### src/rtl/dlc_pkg.sv
`default_nettype none
package dlc_pkg;
  localparam int LINE_CYCLES_DEF = 228;
  localparam int Y_OFFSET_DEF = 16;
  localparam logic [31:0] HALTED = 32'hffffffff;
  localparam logic [31:0] END_MARKER = 32'hfffffffe;
  localparam logic [31:0] FRAME_START = 32'd40;

  localparam logic [2:0] FUNC_EXEC = 3'd0;
  localparam logic [2:0] FUNC_JMP1 = 3'd1;
  localparam logic [2:0] FUNC_JMP2 = 3'd2;
  localparam logic [2:0] FUNC_DMA = 3'd3;
  localparam logic [2:0] FUNC_EOF = 3'd4;

  localparam logic [1:0] REG_DANGER = 2'd0;
  localparam logic [1:0] REG_LIST1 = 2'd1;
  localparam logic [1:0] REG_LIST2 = 2'd2;

  typedef struct packed {
    logic [2:0]  func;
    logic [31:0] instruction;
    logic [31:0] current_cycle;
    logic [8:0]  raster_y;
    logic [7:0]  raster_x;
    logic [3:0]  display_mode;
    logic        blitter_busy;
    logic [31:0] blitter_end_cycle;
    logic        dma_enable;
  } item_t;

  typedef struct packed {
    logic [31:0] next_event_cycle;
    logic [20:0] program_pointer;
    logic        write_valid;
    logic [8:0]  write_register;
    logic [15:0] write_data;
  } result_t;

  function automatic logic [4:0] move_cost(input logic [3:0] mode);
    logic [4:0] c;
    unique case (mode)
      4'd5: c = 5'd5;
      4'd6: c = 5'd6;
      4'd11: c = 5'd8;
      4'd12: c = 5'd16;
      default: c = 5'd4;
    endcase
    return c;
  endfunction
endpackage
`default_nettype wire

### src/rtl/dlc_queue.sv
`default_nettype none
module dlc_queue import dlc_pkg::*; (
  input  wire logic  clk,
  input  wire logic  rst,
  input  wire logic  push,
  input  wire item_t push_item,
  output logic       full,
  input  wire logic  pop,
  output item_t      head,
  output logic       empty
);
  item_t mem [2];
  logic [1:0] count;
  logic wr_ptr, rd_ptr;

  assign full = (count == 2'd2);
  assign empty = (count == 2'd0);
  assign head = mem[rd_ptr];

  always_ff @(posedge clk) begin
    if (push) mem[wr_ptr] <= push_item;
    if (rst) begin
      count <= 2'd0;
      wr_ptr <= 1'b0;
      rd_ptr <= 1'b0;
    end else begin
      if (push) wr_ptr <= ~wr_ptr;
      if (pop) rd_ptr <= ~rd_ptr;
      count <= count + {1'b0, push} - {1'b0, pop};
    end
  end
endmodule
`default_nettype wire

### src/rtl/dlc_exec.sv
`default_nettype none
module dlc_exec import dlc_pkg::*; #(
  parameter int LINE_CYCLES = LINE_CYCLES_DEF,
  parameter int Y_OFFSET = Y_OFFSET_DEF
) (
  input  wire logic        clk,
  input  wire logic        rst,
  input  wire logic        danger_en,
  input  wire logic [20:0] list1,
  input  wire logic [20:0] list2,
  input  wire logic        in_valid,
  input  wire item_t       in_item,
  output logic             in_pop,
  output logic             valid,
  input  wire logic        stall,
  output result_t          res
);
  localparam logic [31:0] LC = 32'(LINE_CYCLES);
  localparam logic [31:0] YO = 32'(Y_OFFSET);
  localparam logic [1:0] KIND_DIRECT = 2'd0;
  localparam logic [1:0] KIND_FUTURE = 2'd1;
  localparam logic [1:0] KIND_PASSED = 2'd2;

  // stage 1 registers: decoded transaction and chosen beam line
  logic s1_valid;
  logic [1:0] s1_kind;
  logic [31:0] s1_cycle;  // final cycle when direct, else the current cycle
  logic [8:0] s1_line;
  logic [7:0] s1_xterm;
  logic [20:0] s1_ptr;
  logic s1_wv;
  logic [8:0] s1_wr;
  logic [15:0] s1_wd;

  logic [20:0] pointer;
  logic [31:0] next_cycle, susp;
  logic dma_on;

  logic adv;
  assign adv = !valid || !stall;
  assign in_pop = in_valid && adv;

  // stage 2: beam cycle from the registered line
  logic [31:0] prod, calc, live_next;
  always_comb begin
    prod = 32'(s1_line) * LC;
    unique case (s1_kind)
      KIND_FUTURE: calc = prod + YO + 32'(s1_xterm) + 32'd4;
      KIND_PASSED: begin
        calc = 32'(s1_xterm) + prod + 32'd4;
        if (calc <= s1_cycle) calc = s1_cycle + 32'd4;
      end
      default: calc = s1_cycle;
    endcase
  end

  // a beam cycle still in stage 2 is the current next cycle for decode
  assign live_next = (s1_valid && s1_kind != KIND_DIRECT) ? calc : next_cycle;

  // decode
  logic [15:0] w1, w2, d;
  logic [7:0] wy, wx, my, mx, ivm, ihm;
  logic [8:0] reg_a;
  logic [31:0] cyc4, bend4;
  logic [20:0] p4;
  logic passed;
  logic [20:0] np;
  logic [31:0] nc, ns;
  logic nd, wv;
  logic [1:0] kind;
  logic [8:0] line;
  logic [7:0] xt;
  always_comb begin
    w1 = in_item.instruction[31:16];
    w2 = in_item.instruction[15:0];
    d = w2 | 16'h8000;
    wy = w1[15:8];
    wx = w1[7:0] & 8'hfe;
    my = in_item.raster_y[7:0] & d[15:8];
    mx = in_item.raster_x & d[7:0];
    ivm = ~d[15:8];
    ihm = ~d[7:0] & 8'hfe;
    reg_a = w1[8:0] & 9'h1fe;
    cyc4 = in_item.current_cycle + 32'd4;
    bend4 = in_item.blitter_end_cycle + 32'd4;
    p4 = pointer + 21'd4;
    np = pointer; nc = live_next; ns = susp; nd = dma_on; wv = 1'b0;
    kind = KIND_DIRECT; line = '0; xt = wx; passed = 1'b0;
    unique case (in_item.func)
      FUNC_EXEC: begin
        np = p4;
        if (in_item.instruction == END_MARKER) begin
          nc = HALTED;
        end else if (!w1[0]) begin
          if (reg_a >= 9'h80 || (reg_a >= 9'h40 && danger_en)) begin
            nc = in_item.current_cycle + 32'(move_cost(in_item.display_mode));
            wv = 1'b1;
          end else begin
            nc = HALTED;
          end
        end else if (!w2[15] && in_item.blitter_busy) begin
          np = pointer;
          nc = (bend4 <= in_item.current_cycle) ? cyc4 : bend4;
        end else if (w2[0]) begin
          if (my > wy || (my == wy && mx >= wx)) np = pointer + 21'd8;
          nc = cyc4;
        end else begin
          passed = (my > wy) || (my == wy && mx >= wx);
          if (passed) begin
            if (in_item.raster_y != 9'd255 || wy > 8'h40) begin
              nc = cyc4;
            end else begin
              kind = KIND_PASSED;
              nc = in_item.current_cycle;
              line = {1'b1, ivm | wy};
              xt = wx | (in_item.raster_x & ihm);
            end
          end else begin
            kind = KIND_FUTURE;
            nc = in_item.current_cycle;
            line = {in_item.raster_y[8], (in_item.raster_y[7:0] & ivm) | wy};
            xt = ((my == wy) && (ihm < in_item.raster_x)) ?
                 ((ihm & in_item.raster_x) | wx) : wx;
          end
        end
      end
      FUNC_JMP1, FUNC_JMP2: begin
        np = (in_item.func == FUNC_JMP1) ? list1 : list2;
        if (dma_on) nc = cyc4;
      end
      FUNC_DMA: begin
        if (dma_on) begin
          if (!in_item.dma_enable) begin
            ns = live_next; nc = HALTED; nd = 1'b0;
          end
        end else if (in_item.dma_enable) begin
          nc = (susp != HALTED && susp <= in_item.current_cycle) ? cyc4 : susp;
          nd = 1'b1;
        end
      end
      FUNC_EOF: begin
        np = list1; ns = FRAME_START;
        if (dma_on) nc = FRAME_START;
      end
      default: ;
    endcase
  end

  always_ff @(posedge clk) begin
    if (rst) begin
      s1_valid <= 1'b0; s1_kind <= KIND_DIRECT; valid <= 1'b0;
      pointer <= '0; next_cycle <= HALTED; susp <= HALTED; dma_on <= 1'b0;
    end else if (adv) begin
      s1_valid <= in_pop;
      valid <= s1_valid;
      if (s1_valid) begin
        res.next_event_cycle <= calc;
        res.program_pointer <= s1_ptr;
        res.write_valid <= s1_wv;
        res.write_register <= s1_wv ? s1_wr : 9'd0;
        res.write_data <= s1_wv ? s1_wd : 16'd0;
      end
      if (in_pop && kind == KIND_DIRECT) next_cycle <= nc;
      else if (s1_valid && s1_kind != KIND_DIRECT) next_cycle <= calc;
      if (in_pop) begin
        pointer <= np;
        susp <= ns;
        dma_on <= nd;
        s1_kind <= kind;
        s1_cycle <= nc;
        s1_line <= line;
        s1_xterm <= xt;
        s1_ptr <= np;
        s1_wv <= wv;
        s1_wr <= reg_a;
        s1_wd <= w2;
      end
    end
  end
endmodule
`default_nettype wire

### src/rtl/display_list_coprocessor.sv
// channel | valid          | stall          | payload
// input   | in_valid       | in_stall (out) | func .. dma_enable
// result  | out_valid      | out_stall (in) | next_event_cycle .. write_data
// One transaction per cycle sustained while out_stall is low; each passes
// queue write, decode and the beam-cycle multiply into the output register.
// The single LINE_CYCLES multiplier sets the clock.
// Synchronous active-high rst clears queue, pipeline valids and state.
// A stalled result holds; the queue absorbs two items before in_stall rises.
`default_nettype none
module display_list_coprocessor import dlc_pkg::*; #(
  parameter int LINE_CYCLES = LINE_CYCLES_DEF,
  parameter int Y_OFFSET = Y_OFFSET_DEF
) (
  input  wire logic        clk,
  input  wire logic        rst,
  input  wire logic        cfg_we,
  input  wire logic [1:0]  cfg_index,
  input  wire logic [20:0] cfg_data,
  input  wire logic        in_valid,
  output logic             in_stall,
  input  wire logic [2:0]  func,
  input  wire logic [31:0] instruction,
  input  wire logic [31:0] current_cycle,
  input  wire logic [8:0]  raster_y,
  input  wire logic [7:0]  raster_x,
  input  wire logic [3:0]  display_mode,
  input  wire logic        blitter_busy,
  input  wire logic [31:0] blitter_end_cycle,
  input  wire logic        dma_enable,
  output logic             out_valid,
  input  wire logic        out_stall,
  output logic [31:0]      next_event_cycle,
  output logic [20:0]      program_pointer,
  output logic             write_valid,
  output logic [8:0]       write_register,
  output logic [15:0]      write_data
);
  logic danger_en;
  logic [20:0] list1, list2;
  always_ff @(posedge clk) begin
    if (rst) begin
      danger_en <= 1'b0; list1 <= '0; list2 <= '0;
    end else if (cfg_we) begin
      unique case (cfg_index)
        REG_DANGER: danger_en <= cfg_data[0];
        REG_LIST1: list1 <= cfg_data & 21'h1ffffe;
        REG_LIST2: list2 <= cfg_data & 21'h1ffffe;
        default: ;
      endcase
    end
  end

  item_t it, head;
  logic full, empty, pop;
  result_t res;
  assign it = '{func, instruction, current_cycle, raster_y, raster_x,
                display_mode, blitter_busy, blitter_end_cycle, dma_enable};
  assign in_stall = full;

  // front: hold accepted transactions until the back end takes them
  dlc_queue u_q (.clk, .rst, .push(in_valid && !full), .push_item(it),
    .full, .pop, .head, .empty);

  dlc_exec #(.LINE_CYCLES(LINE_CYCLES), .Y_OFFSET(Y_OFFSET)) u_x (
    .clk, .rst, .danger_en, .list1, .list2, .in_valid(!empty), .in_item(head),
    .in_pop(pop), .valid(out_valid), .stall(out_stall), .res);

  assign next_event_cycle = res.next_event_cycle;
  assign program_pointer = res.program_pointer;
  assign write_valid = res.write_valid;
  assign write_register = res.write_register;
  assign write_data = res.write_data;
endmodule
`default_nettype wire

### config.mk
export PLATFORM = sky130hd
export DESIGN_NAME = display_list_coprocessor
export DESIGN_NICKNAME = d
export VERILOG_FILES = /design/src/rtl/dlc_pkg.sv /design/src/rtl/dlc_queue.sv /design/src/rtl/dlc_exec.sv /design/src/rtl/display_list_coprocessor.sv
export SDC_FILE = /design/constraint.sdc
export NUM_CORES = 1
export LEC_CHECK = 0
export ABC_AREA = 1
export BUFFER_PORTS_ARGS = -buffer_cell sky130_fd_sc_hd__buf_2
export CAP_MARGIN = 0
export CORE_MARGIN = 1
export CORE_UTILIZATION = 55
export CTS_CLUSTER_DIAMETER = 80
export CTS_CLUSTER_SIZE = 28
export DETAILED_ROUTE_END_ITERATION = 6
export PLACE_DENSITY = 0.76
export RECOVER_POWER = 100
export SYNTH_ARGS = -nofsm -noshare
export SYNTH_HDL_FRONTEND = slang
export SYNTH_SLANG_ARGS = --single-unit
### constraint.sdc
create_clock -name clk -period 7 [get_ports clk]
set_input_delay 0 -clock clk [delete_from_list [all_inputs] [get_ports clk]]
set_output_delay 0 -clock clk [all_outputs]
set_load 0.005 [all_outputs]
* Word-level counts from Yosys, hierarchy flattened
Memory sizes are Yosys's and may differ from the RTL's. A register that Yosys moved wholly into a read port is not among the register bits.
Cells that the tools add are included.
** Storage, ports and cells
- Bits in writable memories :: 244
- Output and inout port bits :: 81
- Memories :: 1
- Logic and storage cells :: 175
- Register bits after elaboration :: 308
- Bits of input ports :: 150
** Operators by class
- Multipliers :: 1
- Bitwise gates (word level) :: 14
- Equal/unequal tests :: 19
- Reduce and logical (&&, ||, !) cells :: 35
- $lt $le $gt $ge :: 9
- Add/sub/neg operators :: 13
- Multiplexer cells :: 57
** Memories
- u_q.mem :: words 2, bits a word 122, rd ports 1, clocked after memory_dff 1, wr ports 1, RTL line dlc_queue.sv:12 : item_t mem [2];
** Operators by type and width (number)
- 32-bit 2-to-1 mux :: 19
- 32-bit by 3-bit adder with 32-bit output, second input constant :: 5
- 32-bit one-hot mux with 2 select lines :: 2
- 32-bit one-hot mux with 4 select lines :: 1
- 21-bit 2-to-1 mux :: 6
- 32-bit less-or-equal comparator :: 3
- 8-bit 2-to-1 mux :: 8
- 21-bit one-hot mux with 3 select lines :: 1
- 32-bit by 5-bit adder with 32-bit output :: 1
- 32-bit by 8-bit adder with 32-bit output :: 1
- 8-bit bitwise AND :: 4
- 32-bit == test, second input constant :: 1
- 32-bit inequality test, second input constant :: 1
- 8-bit OR :: 3
- 21-bit by 3-bit adder with 21-bit output, second input constant :: 1
- 21-bit by 4-bit adder with 21-bit output, second input constant :: 1
- 5-bit 2-to-1 mux :: 4
- 5-bit one-hot mux with 4 select lines :: 1
- 17-bit by 5-bit adder with 18-bit output, second input constant :: 1
- 8-bit by 17-bit adder with 18-bit output :: 1
- 9-bit 2-to-1 mux :: 2
- 8-bit NOT :: 2
- 9-bit by 6-bit multiplier with 15-bit output, second input constant :: 1
- 2-bit 2-to-1 mux :: 7
- other kinds (33) :: 71

* Longest topological paths before layout
Gate-level depths: netlist of run 1.
- Word-level depth :: 13
- Gate-level depth with buffers :: 42
- Mapped depth without buffers :: 42

* Hierarchy
Synthesis of run 1 repeated with hierarchy kept, for this count alone.
** Unflattened totals
- Cell total of the unflattened synthesis :: 4193
- Area, all modules :: 35128.7 um^2
** Modules (own cells, without submodules)
- dlc_exec :: instances 1, cells each 3514, seq. area each 6966.7 um^2, area an instance 24078.1 um^2
- dlc_queue :: instances 1, cells each 411, seq. area each 7427.1 um^2, area an instance 9361.5 um^2
- display_list_coprocessor :: instances 1, cells each 268, seq. area each 820.8 um^2, area an instance 1689.1 um^2

* Least setup slack after synthesis of run 1
OpenSTA, ideal clock, no wires.
- Path type :: reg-to-reg
- Start :: reg u_x.valid
- End :: reg, netlist name u_x.res[0]
- Library setup time :: 610 ps
- Data arrival time :: 6036 ps
- Data required time :: 6390 ps
- Stages on the path, launching flop included :: 5
- Period minus slack after synthesis :: 6646 ps
- Setup slack :: 354 ps
- Path buffers :: 1
- Path through :: dfxtp_1 -> nand2_1 -> inv_1 -> clkbuf_1 -> nor3_1
** On the way
- Word-level cells in the longest chain between the ends :: 3
** RTL lines
- start: declaration :: RTL line dlc_exec.sv:14 : output logic valid,
- start signal: assignment :: RTL line dlc_exec.sv:155 : valid <= s1_valid;
- 1-bit logical NOT :: RTL line dlc_exec.sv:40 : assign adv = !valid || !stall;
- 1-bit logical OR :: RTL line dlc_exec.sv:40
- 3-bit AND reduction (no source line)
Every way passes these cells.
A chain may end at the register's enable or synchronous reset.

* Worst setup path after layout of run 1
- Start :: reg u_x.valid
- End :: reg u_x.susp[0]
** On the way
- Word-level cells in the longest chain between the ends :: 4
** RTL lines
- 1-bit logical NOT * :: RTL line dlc_exec.sv:40
- 1-bit logical OR * :: RTL line dlc_exec.sv:40
- 1-bit logical AND :: RTL line dlc_exec.sv:41 : assign in_pop = in_valid && adv;
- 5-bit AND reduction (no source line) *
- end signal: assignment :: RTL line dlc_exec.sv:167 : susp <= ns;
- end: declaration :: RTL line dlc_exec.sv:36 : logic [31:0] next_cycle, susp;
Mark *: on every way between the ends. The rest lies on a longest branch, timed or not.

==> results.toml, run 1 <==
[run_status]
status = "finished, violations left"
violations = "max-capacitance violations, max-slew violations"

[finish]
fin_area_sq_um = 39800
fin_cells = 5664
nFillCells = 5568
syn2layout_area_growth_pct = 12.2
final_net_count = 5139
drive_gt1_share_pct = 7.65

[global_route]
grt_antenna_before_repair = 4
grtUsageTotal_pct = 32.0
grt_first_pass_wirelength_um = 165000
gr-total-overflow = 0
grt_pass1_vias = 29221
grt_max_degree = 71

[placement]
port_buffers = 229
place_hpwl_um = 77700
place_inst = 5442
post_dp_cell_area_sq_um = 37300
place_congestion = 0.999

[timing]
timing.final.crit_period_ns = 6.58
slew_viol_final = 410
hold_slack_ns = 0.0640
final-hold-violation-count = 0
period_share_pct = 94.0
relSlewSlack_pct = -163
tightestPinTransition_ns = 3.95
tns_ns = 0
setup_viol = 0
max_freq_mhz = 152
skew_ns = 0.0385

[routing]
viasPerCell = 5.67
wl_um = 107000
routedWlPerCell_um = 18.9
dr_total_vias = 32089
antenna_left = 0
drt_iter0_markers = 3852
drc = 0
drt_pass1_iterations = 6

[power]
p_int_w = 0.00909
power_frac_comb_pct = 63.3
p_sw_w = 0.0101
peakVddDrop_mv = 0.254
swShare_pct = 52.7
clock_power_share_pct = 10.9
pwr_density_cell_nw_per_um2 = 483
seq_power_share_pct = 25.8
p_leak_nw = 17.6

[clock_network]
cts_num_sinks = 552
htree_levels = 1
cts_root_buf = "clkbuf_16"
worstSkewPairLatency_ns = 0.64
cts_buffer_depth = 3
cts-buffers-inserted = 31
cts_tree = "done"
clk_pin_slew_ns = 0.10

[critical_path]
worstPathArrival_ns = 7.12
cp-end-kind = "register"
rrSetupSlack_ns = 0.42
worstPathRequired_ns = 7.54
cp_max_fo = 41
critPathBufInv = 6
start_kind = "register"
critPathMaxStageDelay_ns = 1.18
cp_cell_sequence = "nand2_1 > inv_1 > clkbuf_1 > a21oi_1 > clkbuf_1 > clkinv_1 > clkbuf_1 > nor3_2 > inv_2 > nor2_4 > a21oi_1 > o21ai_0"
critPathSlowestCell = "clkbuf_1"
path_delay_family = "buffers and inverters"
cpMostUsedCell = "clkbuf_1"
path_class = "register to register"

[logic_synthesis]
synth_cell_type_count = 63
synth_edf_count = 416
synth_top_family_by_area = "simple AND/OR/NAND/NOR gates"
synth_simple_gate_area_share_pct = 24.6
async_flop_share_pct = 0
seq_area_frac_synth_pct = 42.9
synth_xor_area_share_pct = 3.16
syn-cell-area_sq_um = 35500
yosysTopAreaCell = "edfxtp_1"
synthTopCellsByArea = "edfxtp_1 35%, nand2_1 12%, dfxtp_1 7.7%, inv_1 6.4%, ha_1 6.3%"
ys.flop_type = "edfxtp_1"
muxShareOfSynthArea_pct = 0.321
synth_top_area_share_pct = 35.2
synth_compound_area_share_pct = 12.5
ys_warn_count = 0
syn_inst = 4477
syn_area_per_cell_sq_um = 7.93
ys_ff_latch = 552
synth-adder-area-share_pct = 7.31

[job]
maxCapViolations = 9

[floorplanning]
core_sq_um = 63400
die_y_um = 256
initial_core_util_pct = 56.0
io_pins = 231
row_count = 92
die_x_um = 256
die_area_sq_um = 65500

[worst_hold_path]
hp-class = "input port to register"
[cell usage in the layout (no fill, tap or decap), types with 145 or more instances in the layout]
master	count
a21oi_1	225
ha_1	179
nand3_1	279
o21ai_0	333
inv_1	604
dlygate4sd3_1	155
nor2_1	315
edfxtp_1	416
nand2_1	1158
clkbuf_1	145
[final timing paths]
path / startpoint / end / cells past startpoint
setup reg to reg: u_x.valid$_SDFFE_PP0N_ / u_x.susp[0]$_SDFFE_PP1P_ / 12
hold reg to reg: u_x.s1_ptr[5]$_DFFE_PP_ / u_x.res[31]$_DFFE_PP_ / 0
setup / recovery: u_x.valid$_SDFFE_PP0N_ / u_x.susp[0]$_SDFFE_PP1P_ / 12
hold / removal: out_stall / u_x.valid$_SDFFE_PP0N_ / 3
[per-stage QoR]
stage	setup slack (ns)	total power [W]	util, %
2_1_floorplan	0.354	0.0136	-
3_3_place_gp	0.454	0.0165	58.9
3_5_place_dp	0.239	0.0167	58.9
4_1_cts	0.189	0.0189	63.0
5_1_grt	-0.0133	0.0208	62.8
6_report	0.419	0.0192	62.8
[worst reg2reg max path, delay by kind of cell, from the launching register on]
kind	cells	cell delay, ns
compound gates	3	0.81
buf+inv	6	3.48
simple gates	3	1.86
flops	1	0.33
[metal layers]
layer / GRT usage, % / part of all wire (%) / routed length, um / up-vias
met4: 8.80 / 3.1 / 3270 / 0
met2: 50.6 / 45 / 48000 / 1627
met1: 46.4 / 42 / 45100 / 14855
met5: 0 / 0 / 0 / -
li1: - / - / - / 15421
met3: 3.79 / 10 / 10700 / 186
[synthesized netlist by cell type (all sizes together) (16+ instances only)]
| library cell | count |
|---|---|
| o21ai | 391 |
| nand3 | 285 |
| buf | 62 |
| inv | 631 |
| and2 | 19 |
| nor3 | 59 |
| ha | 180 |
| xor2 | 108 |
| clkbuf | 102 |
| edfxtp | 416 |
| a22oi | 19 |
| o211ai | 67 |
| nand4 | 70 |
| o31ai | 16 |
| dfxtp | 136 |
| a21oi | 228 |
| nor2 | 354 |
| fa | 17 |
| nor4 | 22 |
| nand2 | 1188 |
[logic make-up after synthesis]
logic type	after synthesis
AND/OR/NAND/NOR	2021
buffers and inverters	802
AO/OA/AOI/OAI	771
flip-flops	552
adder cells (fa/ha/maj)	197
XOR/XNOR	122
multiplexers	11
other	1
[power by group through the flow]
stage	logic, W	registers, W	clock network, W
after floorplan	0.00874	0.00482	0
after detailed placement	0.0117	0.00498	0
after global routing	0.0136	0.00501	0.00221
final	0.0122	0.00495	0.00210
after CTS	0.0119	0.00490	0.00211
after global placement	0.0116	0.00496	0
[sequential cells by signal (all words and copies together), names as in the netlist, 2 cells and up, named ones only]
name	flops
u_q.mem	244
u_x.res	78
u_x.next_cycle	32
u_x.s1_cycle	32
u_x.susp	32
u_x.pointer	21
u_x.s1_ptr	21
list1	20
list2	20
u_x.s1_wd	16
u_x.s1_line	9
u_x.s1_wr	8
u_x.s1_xterm	7
u_q.count	2
u_x.s1_kind	2
[final cells by class]
class | instances | area, sq um | share of cell area [%]
Clock buffer | 35 | 791 | 1.99
Tap cell | 846 | 1060 | 2.66
Sequential cell | 552 | 15200 | 38.2
Timing Repair Buffer | 445 | 2970 | 7.47
Multi-Input combinational cell | 3124 | 17100 | 42.9
Inverter | 638 | 2400 | 6.03
Antenna cell | 5 | 12.5 | 0.0314
Clock inverter | 19 | 274 | 0.688
[timing repair]
item                       CTS  global route
hold buffers               155             0
setup buffers                0             8
setup endpoints to repair    0            63
resized for setup            0            19
hold endpoints to repair   288             0
(Power assumes the default switching activity.)
==> run 2, diff against run 1 <==
Settings changed: PLACE_DENSITY 0.76 to 0.73.
Clock period 7 ns to 8.15 ns, I/O delays scaled along.
==> run 2 against run 1 <==
The run ends with design-rule violations, max-capacitance violations, max-slew violations left. Clock skew decreased by 0.0096 ns. Global-route usage fell by 0.29 points. Clock power shrank 13%. Highest routed layer is now met5.
==> results.toml, run 2 (synthesis results as in run 1) <==
[power]
p_leak_nw = 17.6
peakVddDrop_mv = 0.253
seq_power_share_pct = 26.0
p_sw_w = 0.00858
p_int_w = 0.00778
power_frac_comb_pct = 62.9
clock_power_share_pct = 11.1
pwr_density_cell_nw_per_um2 = 412
swShare_pct = 52.4

[critical_path]
r2r-end = "u_x.next_cycle[30]$_SDFFE_PP1N_"
critPathSlowestCell = "clkbuf_1"
path_delay_family = "buffers and inverters"
cp_cell_sequence = "buf_4 > nand2_1 > o21ai_0 > clkinv_1 > nor2_1 > inv_1 > nor2_2 > clkbuf_1 > inv_1 > nor3_4 > nand2_1 > nand2_4 > nor2_4 > nor2_4 > inv_2 > o21bai_1 > inv_1 > nand2_1"
rrSetupSlack_ns = 0.68
path_class = "register to register"
worstPathRequired_ns = 8.72
start_kind = "register"
critPathBufInv = 7
cp_max_fo = 73
cp-end-kind = "register"
worstPathArrival_ns = 8.04
r2r_cells = 18
critPathMaxStageDelay_ns = 1.68

[clock_network]
cts_hold_buffers = 155
cts_resized = 0
clk_pin_slew_ns = 0.10
cts_tree = "done"
htree_levels = 1
cts_num_sinks = 552
worstSkewPairLatency_ns = 0.64
cts_setup_buffers = 0
cts_root_buf = "clkbuf_16"
cts_buffer_depth = 3
cts-buffers-inserted = 30

[finish]
syn2layout_area_growth_pct = 11.8
largestRegisters = "u_q.mem x244, u_x.res x78"
layout_common_cells = "1160 x nand2_1, 606 x inv_1, 416 x edfxtp_1, 329 x o21ai_0, 316 x nor2_1"
fin_area_sq_um = 39700
largest_reg_flops = 244
final_common_cell = "nand2_1"
drive_gt1_share_pct = 7.41
final_net_count = 5126
nFillCells = 5616
top_register = "u_q.mem"

[timing]
slew_viol_final = 666
tns_ns = 0
tightestPinTransition_ns = 4.34
period_share_pct = 91.7
timing.final.crit_period_ns = 7.47
skew_ns = 0.0289
max_freq_mhz = 134
hold_slack_ns = 0.0766
setup_viol = 0
rsz0062_at_grt = "false"
final-hold-violation-count = 0
relSlewSlack_pct = -190

[routing]
antenna_left = 0
viasPerCell = 5.57
routedWlPerCell_um = 18.7
dr_total_vias = 31482
drc = 8
wl_um = 106000
drt_pass1_iterations = 7
drt_iter0_markers = 3724

[floorplanning]
io_pins = 231
initial_core_util_pct = 56.0
die_x_um = 256
row_count = 92
core_sq_um = 63400
die_y_um = 256
die_area_sq_um = 65500

[global_route]
grt_pass1_vias = 29026
grt_max_degree = 78
grt_first_pass_wirelength_um = 163000
gr-total-overflow = 0
grt_antenna_before_repair = 3
grtUsageTotal_pct = 31.7

[placement]
place_congestion = 1.00
post_dp_cell_area_sq_um = 37300
place_hpwl_um = 77700
port_buffers = 229

[worst_hold_path]
hp-class = "input port to register"
hp-start = "out_stall"
whs_endpoint = "u_x.valid$_SDFFE_PP0N_"
min_path_cells = 3

[run_status]
violations = "design-rule violations, max-capacitance violations, max-slew violations"
status = "finished, violations left"

[job]
maxCapViolations = 14
run 2: cell count changes in the layout (fill, tap and decap cells not counted), moves of 3 or more:
cell,before,now
buf_2,93,116
clkbuf_1,145,135
buf_4,42,33
clkbuf_2,8,3
o21ai_1,29,34
diode_2,5,1
inv_2,28,24
o21ai_0,333,329
buf_12,3,0
run 2: layer usage:
| metal | GRT usage (%) | vias to the layer above | wire (um) |
|---|---|---|---|
| met2 | 48.6 | 1440 | 45800 |
| met1 | 45.2 | 14455 | 45400 |
| met3 | 5.99 | 187 | 10600 |
| li1 | - | 15396 | - |
| met5 | 0 | - | 21 |
| met4 | 10.2 | 4 | 3660 |
run 2: how the worst max path moves through the flow:
stage | start | end | cells past startpoint
final | register | u_x.next_cycle[30]$_SDFFE_PP1N_ | 18
after floorplan | u_x.valid$_SDFFE_PP0N_ | u_x.res[0]$_SDFFCE_PN0P_ | 4
after global routing | u_x.s1_line[0]$_SDFFCE_PP0P_ | u_x.next_cycle[8]$_SDFFE_PP1N_ | 34
after global placement | u_x.s1_line[0]$_SDFFCE_PP0P_ | u_x.s1_cycle[1]$_DFFE_PP_ | 36
after detailed placement | u_x.s1_line[0]$_SDFFCE_PP0P_ | u_x.s1_cycle[1]$_DFFE_PP_ | 36
after CTS | u_x.s1_line[0]$_SDFFCE_PP0P_ | u_x.next_cycle[19]$_SDFFE_PP1N_ | 34
run 2: final cells by class:
class	count	area, sq um	share of cell area [%]
well taps	846	1060	2.67
flip-flops and latches	552	15200	38.4
diodes	1	2.50	0.00631
clock inverters	15	268	0.675
clock buffers	41	813	2.05
multi-input cells	3124	17000	43.0
repair buffers	433	2870	7.23
inverters	638	2390	6.04
run 2: power by group through the flow:
stage	logic (W)	clock network [W]	registers (W)
CTS	0.0102	0.00184	0.00420
global route	0.0116	0.00192	0.00431
finish	0.0103	0.00182	0.00425
floorplan	0.00751	0	0.00414
global placement	0.00993	0	0.00425
detailed placement	0.0101	0	0.00426
run 2: per-stage QoR:
stage               total power (W)  util (%)  cells  setup WS [ns]
floorplan                    0.0116         -   4478           1.50
global placement             0.0142      58.7   5438           1.30
detailed placement           0.0143      58.7   5438           1.18
CTS                          0.0162      62.9   5649           1.16
global route                 0.0178      62.5   5650          0.243
finish                       0.0164      62.5   5650          0.680
run 2: worst reg2reg max path, stage by stage, from the launching register on:
cell and delay, ns:
dfxtp_4 0.71, buf_4 0.76, nand2_1 0.13, o21ai_0 0.25, clkinv_1 0.23, nor2_1 0.16
inv_1 0.11, nor2_2 0.08, clkbuf_1 1.68, inv_1 0.92, nor3_4 0.60, nand2_1 0.34
nand2_4 0.23, nor2_4 0.06, nor2_4 0.57, inv_2 0.27, o21bai_1 0.19, inv_1 0.05
nand2_1 0.06
